`src/hdl/heat_diffusion_stencil_2d_unit_assert.svh`:
```
// ----------------------------------------------------------------------------
// Assertion macros for the heat diffusion stencil unit
// Shared property wrappers clocked on the unit's clock; one is disabled in reset.
// ----------------------------------------------------------------------------
`ifndef HEAT_DIFFUSION_STENCIL_2D_UNIT_ASSERT_SVH
`define HEAT_DIFFUSION_STENCIL_2D_UNIT_ASSERT_SVH

// Checked only outside reset.
`define HDST_ASSERT(label, prop, msg) \
   label: assert property (@(posedge clock) disable iff (reset) prop) else $error(msg);

// Checked at every edge, reset included.
`define HDST_ASSERT_ALWAYS(label, prop, msg) \
   label: assert property (@(posedge clock) prop) else $error(msg);

`endif

```
`src/hdl/hdst_pkg.sv`:
```
// ----------------------------------------------------------------------------
// Heat diffusion stencil package
// Fixed widths, register indexes and the configuration bundle.
// ----------------------------------------------------------------------------
package hdst_pkg;

   localparam int SampleBits = 32;
   localparam int LenBits    = 11;
   localparam int RowBits    = 16;
   localparam int GainBits   = 15;
   localparam int GainShift  = 16;

   localparam int CsrIdxBits  = 2;
   localparam int CsrDataBits = 16;

   localparam logic [CsrIdxBits-1:0] CsrRowLength     = 2'd0;
   localparam logic [CsrIdxBits-1:0] CsrRowCount      = 2'd1;
   localparam logic [CsrIdxBits-1:0] CsrDiffusionGain = 2'd2;

   localparam logic [LenBits-1:0]  MinRowLength = 11'd3;
   localparam logic [RowBits-1:0]  MinRowCount  = 16'd3;
   localparam logic [RowBits-1:0]  ResetRowCount = 16'd512;
   localparam logic [GainBits-1:0] GainLimit    = 15'd16384;

   typedef logic signed [SampleBits-1:0] sample_type;

   typedef struct packed {
      logic [LenBits-1:0]  row_length;
      logic [RowBits-1:0]  row_count;
      logic [GainBits-1:0] diffusion_gain;
   } cfg_type;

endpackage

```
`src/hdl/hdst_update.sv`:
```
// ----------------------------------------------------------------------------
// Stencil update
// Five-point Laplacian, gain multiply, floor shift and saturating add.
// ----------------------------------------------------------------------------
module hdst_update (
   input  hdst_pkg::sample_type               center,
   input  hdst_pkg::sample_type               north,
   input  hdst_pkg::sample_type               south,
   input  hdst_pkg::sample_type               east,
   input  hdst_pkg::sample_type               west,
   input  logic [hdst_pkg::GainBits-1:0]      gain,
   input  logic                               pass,
   output hdst_pkg::sample_type               value
);
   import hdst_pkg::*;

   localparam int LapBits  = SampleBits + 4;
   localparam int ProdBits = LapBits + GainBits + 1;
   localparam int SumBits  = LapBits + 1;

   logic signed [LapBits-1:0]  lap;
   logic signed [GainBits:0]   gain_s;
   logic signed [ProdBits-1:0] prod;
   logic signed [ProdBits-1:0] prod_shr;
   logic signed [LapBits-1:0]  delta;
   logic signed [SumBits-1:0]  sum;
   logic                       overflow;
   sample_type                 sat;

   always_comb begin
      lap = LapBits'(north) + LapBits'(south) + LapBits'(east) + LapBits'(west)
            - (LapBits'(center) <<< 2);
      gain_s   = $signed({1'b0, gain});
      prod     = lap * gain_s;
      // Arithmetic shift floors, matching the reference rounding.
      prod_shr = prod >>> GainShift;
      delta    = prod_shr[LapBits-1:0];
      sum      = SumBits'(center) + SumBits'(delta);

      // The sum fits when every bit above the sample's sign bit agrees with it.
      overflow = (sum[SumBits-1:SampleBits-1] != '0) &&
                 (sum[SumBits-1:SampleBits-1] != '1);
      if (!overflow) begin
         sat = sum[SampleBits-1:0];
      end else if (sum[SumBits-1]) begin
         sat = {1'b1, {(SampleBits-1){1'b0}}};
      end else begin
         sat = {1'b0, {(SampleBits-1){1'b1}}};
      end

      value = pass ? center : sat;
   end

endmodule

```
`config.mk`:
```
export PLATFORM = sky130hd
export DESIGN_NAME = hdst_update
export DESIGN_NICKNAME = d
export VERILOG_FILES = /design/src/hdl/heat_diffusion_stencil_2d_unit_assert.svh /design/src/hdl/hdst_pkg.sv /design/src/hdl/hdst_update.sv
export SDC_FILE = /design/constraint.sdc
export NUM_CORES = 2
export LEC_CHECK = 0
export ABC_CLOCK_PERIOD_IN_PS = 24900
export BUFFER_PORTS_ARGS = -buffer_cell sky130_fd_sc_hd__buf_4
export CAP_MARGIN = 20
export CORE_MARGIN = 2
export CORE_UTILIZATION = 59
export DETAILED_ROUTE_END_ITERATION = 8
export PLACE_DENSITY = 0.82
export SETUP_SLACK_MARGIN = 0.02
export SLEW_MARGIN = 25
export SYNTH_ARGS = -nofsm -noshare
export SYNTH_HDL_FRONTEND = slang
export SYNTH_SLANG_ARGS = --single-unit
```
`constraint.sdc`:
```
create_clock -name vclk -period 24.9
set_input_delay 6.225 -clock vclk [all_inputs]
set_output_delay 6.225 -clock vclk [all_outputs]
set_load 0.1 [all_outputs]
```
==> impl_results.md <==
* Most frequent cells in the layout: inv_1, fa_1, buf_4
* Port buffer count at 208
* Sequential fraction of the synthesis area at 0
* Worst path max stage delay at 0.56 ns
* Post-Synthesis Cells at 3195
* Final Slew Violations at 0
* Synth Warn # at 0
* Via count at 24100
* DRT iter0 DRCs at 1929
* # DRC at 0
* CLK BUF at 0
* Finished Layout Cells at 4085
* Core Rows at 77
* Cell mode on critical path: fa_1
* Global Route Usage Sum at 0.319
* DIE HEIGHT at 216 microns
* Boundary Pins at 208
* Final worst path period share at 0.998
* Worst setup SP type: primary input
* Detailed placement HPWL at 59900 microns
* Fillcell total at 2984
* Syn nets at 4171
* N_diodes at 0
* Synthesized area at 26600 sq um
* Vias in the first global route at 24800
* Area growth, synth to finish at 20.6%
* Synth cell types at 72
* Critical path endpoint category: output port
* Antenna violations before repair at 0
* Drt wl/cell at 19.6 microns
* Mean Syn Cell Area at 8.33 sq um
* Grt ovf at 0
* Share of cells above drive strength 1 at 0.205
* F_max at 40.2 MHz
* Die area at 46800 sq um
* TritonRoute pass-1 iters at 6
* Status: finished, final reports clean
* Worst-Margin Slew at 1.04 ns
* Fin nets at 4471
* Hold Slack at 12.88 ns
* Final Setup Violations at 0
* Reg area at 0 sq um
* Max Cap Viol at 0
* Final hold viol count at 0
* RSZ-0062 raised after global routing: yes
* Layout Utilization at 0.723
* Initial Util at 0.599
* Final setup TNS at 0 ns
* WP data arrival at 18.63 ns
* First-pass GRT wire length at 120000 microns
* GPL Wtd Cong at 0.972
* Critical Path RT at 18.67 ns
* Antenna-violating nets left at 0
* Hold buffer count at cts at 0
* Post-route minimum period at 24.85 ns
* Vias per cell at 5.91
* WS Path Type: in2out
* Slew headroom at 0.304
* Seq_cells at 0
* Placed Instances at 4030
* Largest net degree at the start of global routing at 45
* WL final at 80200 microns
* Leading cell type in the layout, fill and taps excluded: inv_1
* HP Class: in2out
* Width of the die at 216 microns
* Worst-path maximum fanout at 7
* Core box area at 44400 sq um
* CP max stage cell: fa_1
final timing paths:
kind                   start         to  slack, ns  depth (start not counted)
setup / recovery    south[2]  value[10]       0.05                         51
hold / removal    center[29]  value[29]      12.88                          4
synth_stat cells, drive strengths merged, types with 33 or more instances:
master | count | share of area
inv | 765 | 0.11
fa | 607 | 0.46
nand2 | 385 | 0.054
and2 | 197 | 0.046
ha | 193 | 0.091
clkbuf | 141 | 0.020
a21oi | 107 | 0.021
nor2 | 107 | 0.015
o21ai | 68 | 0.013
xnor2 | 68 | 0.022
a21o | 53 | 0.015
nand4 | 41 | 0.0096
nand3 | 38 | 0.0071
nand2b | 33 | 0.0078
logic make-up after synthesis:
| group | after synthesis | share of synthesized area |
|---|---|---|
| AOI/OAI and AO/OA | 408 | 0.101 |
| xor gates and xnor gates | 98 | 0.0322 |
| adders and majority gates | 800 | 0.547 |
| buffers and inverters | 922 | 0.131 |
| muxes | 26 | 0.0104 |
| and+or+nand+nor | 941 | 0.177 |
routing by layer:
metal / global-route usage / vias to the layer above / share of wire
met5: 0 / - / 0
met4: 0.156 / 0 / 0.071
met3: 0.0206 / 435 / 0.066
met2: 0.594 / 1267 / 0.52
met1: 0.372 / 12000 / 0.34
li1: - / 10400 / -
final cells by class:
cell class                 count  area, sq um  share of cell area
tap                          592          741              0.0231
inverter                     767         2890              0.0900
multi-input combinational   2273        24500               0.763
timing repair buffer         453         3970               0.124
metrics by stage:
stage	setup WS [ns]	cell area (sq um)
detailed placement	-0.360	30000
finish	0.0450	32100
CTS	0.0273	30200
global route	-0.345	32100
floorplan	-0.422	26700
global placement	-0.212	30000
worst max-delay path, delay by kind of cell:
kind / cells / cell delay (ns)
buffers and inverters: 13 / 1.67
and+or+nand+nor: 10 / 1.98
xor gates and xnor gates: 2 / 0.42
adders and majority gates: 12 / 5.51
AOI/OAI and AO/OA: 14 / 2.80
timing repair:
action,CTS,global route
buffers inserted,1,48
cloned,0,6
setup endpoints to repair,31,32
pin swaps,7,142
gates resized for setup,48,306
Power is left out: the tool's default activity adds up to more than one toggle a clock period on the data nets, which glitch-free logic cannot reach.
