==> src/hdl/heat_diffusion_stencil_2d_unit_assert.svh <==
// ----------------------------------------------------------------------------
// Assertion macros for the heat diffusion stencil unit
// Shared property wrappers clocked on the unit's clock; one is disabled in reset.
// ----------------------------------------------------------------------------
`ifndef HEAT_DIFFUSION_STENCIL_2D_UNIT_ASSERT_SVH
`define HEAT_DIFFUSION_STENCIL_2D_UNIT_ASSERT_SVH

// Checked only outside reset.
`define HDST_ASSERT(label, prop, msg) \
   label: assert property (@(posedge clock) disable iff (reset) prop) else $error(msg);

// Checked at every edge, reset included.
`define HDST_ASSERT_ALWAYS(label, prop, msg) \
   label: assert property (@(posedge clock) prop) else $error(msg);

`endif

==> src/hdl/hdst_pkg.sv <==
// ----------------------------------------------------------------------------
// Heat diffusion stencil package
// Fixed widths, register indexes and the configuration bundle.
// ----------------------------------------------------------------------------
package hdst_pkg;

   localparam int SampleBits = 32;
   localparam int LenBits    = 11;
   localparam int RowBits    = 16;
   localparam int GainBits   = 15;
   localparam int GainShift  = 16;

   localparam int CsrIdxBits  = 2;
   localparam int CsrDataBits = 16;

   localparam logic [CsrIdxBits-1:0] CsrRowLength     = 2'd0;
   localparam logic [CsrIdxBits-1:0] CsrRowCount      = 2'd1;
   localparam logic [CsrIdxBits-1:0] CsrDiffusionGain = 2'd2;

   localparam logic [LenBits-1:0]  MinRowLength = 11'd3;
   localparam logic [RowBits-1:0]  MinRowCount  = 16'd3;
   localparam logic [RowBits-1:0]  ResetRowCount = 16'd512;
   localparam logic [GainBits-1:0] GainLimit    = 15'd16384;

   typedef logic signed [SampleBits-1:0] sample_type;

   typedef struct packed {
      logic [LenBits-1:0]  row_length;
      logic [RowBits-1:0]  row_count;
      logic [GainBits-1:0] diffusion_gain;
   } cfg_type;

endpackage

==> src/hdl/hdst_csr.sv <==
// ----------------------------------------------------------------------------
// Configuration registers
// Clamps written values to their usable ranges and flags a sweep restart.
// ----------------------------------------------------------------------------
module hdst_csr #(
   parameter int MaxCols = 1024
) (
   input  logic                             clock,
   input  logic                             reset,
   input  logic                             csr_valid,
   input  logic [hdst_pkg::CsrIdxBits-1:0]  csr_index,
   input  logic [hdst_pkg::CsrDataBits-1:0] csr_data,
   output hdst_pkg::cfg_type                cfg,
   output logic                             restart
);
   import hdst_pkg::*;

   localparam logic [LenBits-1:0] ResetRowLength =
      (MaxCols < 512) ? LenBits'(MaxCols) : 11'd512;

   cfg_type             cfg_ff;
   cfg_type             cfg_in;
   logic                restart_in;
   logic [LenBits-1:0]  len_wr;
   logic [RowBits-1:0]  rows_wr;
   logic [GainBits-1:0] gain_wr;

   always_comb begin
      len_wr = csr_data[LenBits-1:0];
      if (len_wr < MinRowLength) begin
         len_wr = MinRowLength;
      end else if (int'(len_wr) > MaxCols) begin
         len_wr = LenBits'(MaxCols);
      end

      rows_wr = csr_data[RowBits-1:0];
      if (rows_wr < MinRowCount) begin
         rows_wr = MinRowCount;
      end

      gain_wr = csr_data[GainBits-1:0];
      if (gain_wr > GainLimit) begin
         gain_wr = GainLimit;
      end

      cfg_in     = cfg_ff;
      restart_in = 1'b0;
      if (csr_valid) begin
         unique case (csr_index)
            CsrRowLength: begin
               cfg_in.row_length = len_wr;
               restart_in        = 1'b1;
            end
            CsrRowCount: begin
               cfg_in.row_count = rows_wr;
               restart_in       = 1'b1;
            end
            CsrDiffusionGain: begin
               cfg_in.diffusion_gain = gain_wr;
               restart_in            = 1'b1;
            end
            default: begin
               cfg_in     = cfg_ff;
               restart_in = 1'b0;
            end
         endcase
      end
   end

   always_ff @(posedge clock) begin
      if (reset) begin
         cfg_ff.row_length     <= ResetRowLength;
         cfg_ff.row_count      <= ResetRowCount;
         cfg_ff.diffusion_gain <= GainLimit;
      end else begin
         cfg_ff <= cfg_in;
      end
   end

   assign cfg     = cfg_ff;
   assign restart = restart_in;

endmodule

==> config.mk <==
export PLATFORM = sky130hd
export DESIGN_NAME = hdst_csr
export DESIGN_NICKNAME = d
export VERILOG_FILES = /design/src/hdl/heat_diffusion_stencil_2d_unit_assert.svh /design/src/hdl/hdst_pkg.sv /design/src/hdl/hdst_csr.sv
export SDC_FILE = /design/constraint.sdc
export NUM_CORES = 1
export LEC_CHECK = 0
export BUFFER_PORTS_ARGS = -buffer_cell sky130_fd_sc_hd__buf_2
export CAP_MARGIN = 25
export CORE_ASPECT_RATIO = 1.4
export CORE_MARGIN = 4
export CORE_UTILIZATION = 49
export CTS_BUF_LIST = sky130_fd_sc_hd__clkbuf_16
export DETAILED_ROUTE_END_ITERATION = 6
export PLACE_DENSITY = 0.83
export REMOVE_ABC_BUFFERS = 1
export SYNTH_ARGS = -nofsm -noshare
export SYNTH_HDL_FRONTEND = slang
export SYNTH_SLANG_ARGS = --single-unit
==> constraint.sdc <==
create_clock -name clock -period 3.6 [get_ports clock]
set_input_delay 1.08 -clock clock [delete_from_list [all_inputs] [get_ports clock]]
set_output_delay 1.08 -clock clock [all_outputs]
set_load 0.01 [all_outputs]
==> impl_metrics.ini <==
[worst_setup_path]
worstPathCellList = buf_2 > a21boi_0 > buf_2
cp_max_fo = 7
startpoint_type = input port
critPathBufInv = 2
cp_slowest_cell = a21boi_0
worstSetupPathDepth = 3
r2r_slack_ns = 2.93
cp.required_ns = 2.52
crit_end = restart
cpMostUsedCell = buf_2
end_kind = output port
crit_arrival_ns = 1.53
rr_endpoint = cfg[15]
crit_family = buffers and inverters
crit_path_max_incr_delay_ns = 0.17
r2r_start = cfg[15]
r2r_cells = 2
crit_type = in2out
cp-startpoint = csr_valid

[floorplan]
start_util_pct = 51.2
core_um2 = 3120
num_rows = 24
die_w_um = 56.3
io_pins = 64
die_h_um = 75.6
die_area_um2 = 4250

[synth]
synthTopCellsByCount = nand2_1, dfxtp_1, a21oi_1, nand3b_1, clkbuf_1
netlist_instances = 190
dominantRegCellSynth = dfxtp_1
async_reset_ff_share_pct = 0
synth.top_cell.area_share_pct = 52.6
netlist_top_cells_area = dfxtp_1, nand2_1, a21oi_1
synth_top_area_cell = dfxtp_1
synth_area_per_cell_um2 = 8.41
synth-edff-count = 0
yosys_warnings = 0
synth_area_um2 = 1600
synth_cell_types = 21
seq_area_frac_synth_pct = 52.6
synth_seq_cells = 42
synth_most_common_cell = nand2_1

[power_and_ir_drop]
peakVddDrop_mv = 0.417
p_leak_nw = 0.895
powerDensity_nw_per_um2 = 484
power_mw = 0.993

[clocking]
cts_tree = yes
clockBufferDepth = 2
cts.sinks = 42
clk_pin_slew_ns = 0.06
ctsHoldBuffers = 0
insertion_delay_ns = 0.28
cts_resized = 0
root_buffer = clkbuf_16
cts_inserted_buffers = 5
postCtsSetupBuffers = 0
htree_levels = 2

[worst_hold_path]
hp-class = reg2reg

[layout]
largest_reg_flops = 42
diodes = 0
fin_util_pct = 65.8
layout.nets = 269
drive_above_1_share_pct = 28.5
fillers = 302
postLayoutCellArea_um2 = 2050
synthToLayoutAreaGrowth_pct = 28.6

[place]
dp_hpwl_mm = 2.84
placed_area_um2 = 1920
port_buffers = 63
gp_congestion = 0.771

[global_route]
grt_pass1_wl_mm = 6.69
grt_pass1_vias = 1401
antenna_found_initial = 0
grt-ovfl-total = 0
track_usage_pct = 20.5
grt_max_degree = 43

[outcome]
status = finished, final reports clean

[drt]
detail_route.wl_per_cell_um = 14.4
first_iter_violations = 37
drcViolationCount = 0
wl_mm = 4.14
viasPerCell = 5.30
drtAntennaViolNets = 0
drt-pass1-iter-count = 4
dr_total_vias = 1526

[timing]
max_slew_margin_pct = 52.3
report.final.hold_viol_count = 0
finClkSkew_ns = 0
rsz0062_at_grt = false
setup_viol = 0
slew_viol_final = 0
setup_tns_ns = 0
tightest_slew_ns = 0.715
whs_ns = 0.445
fin_crit_sh_pct = 72.6
fin_crit_ns = 2.61
max_freq_mhz = 383

[run]
cap_violations = 0
==> kinds of logic after synthesis <==
logic type | synth area share [%]
AO/OA/AOI/OAI | 15.1
buffers and inverters | 3.52
flip-flops | 52.6
AND/OR/NAND/NOR | 28.7
==> per-stage QoR <==
stage                     setup WS (ns)  std cells
after global placement             1.02        280
after detailed placement           1.00        280
final                             0.986        288
after floorplan                    1.14        177
after global routing              0.939        288
after CTS                         0.998        288
==> layout by cell type, fill, tap and decap left out, types with 2 or more instances in the layout <==
master	netlist	final
a211oi_1	2	2
a21oi_1	34	34
a32o_1	3	3
and3b_1	2	2
buf_2	3	63
clkbuf_16	0	5
dfxtp_1	42	42
inv_1	1	2
nand2_1	50	50
nand3_1	4	4
nand3b_1	19	19
nor2_1	7	7
nor4_1	3	3
o21ai_1	2	2
or3_1	2	2
==> per-layer routing <==
| layer | up-vias | share of wire, % | GRT usage, % |
|---|---|---|---|
| met2 | 58 | 50 | 35.6 |
| met3 | 11 | 6.9 | 6.44 |
| met5 | - | 0 | 0 |
| li1 | 768 | - | - |
| met1 | 689 | 41 | 23.2 |
| met4 | 0 | 2.1 | 9.50 |
==> worst min-delay path: stages (launching register included) <==
cell and delay (ns):
dfxtp_1 0.30, nand2_1 0.05, a21oi_1 0.05
==> how the worst min path moves through the flow <==
stage,startpoint,to,slack [ns],depth (start not counted)
after floorplan,cfg[0],cfg[0],0.47,2
after global placement,cfg[2],cfg[2],0.44,2
after detailed placement,cfg[12],cfg[12],0.44,2
after CTS,cfg[12],cfg[12],0.45,2
after global routing,cfg[7],cfg[7],0.46,2
final,cfg[7],cfg[7],0.44,2
==> where the power goes <==
part | leakage (nW) | switching [mW] | internal, mW | total, mW
registers | 0.341 | 0.00599 | 0.478 | 0.484
logic | 0.481 | 0.0550 | 0.0328 | 0.0878
clock network | 0.0724 | 0.171 | 0.250 | 0.421
==> final cells by class <==
type	count	area (um2)	share of cell area (%)
well taps	39	48.8	2.38
clock buffers	5	125	6.09
multi-input cells	134	701	34.1
inverters	1	3.75	0.183
repair buffers	64	323	15.7
flip-flops and latches	42	841	40.9
clock inverters	3	12.5	0.609
(Power assumes the default switching activity.)
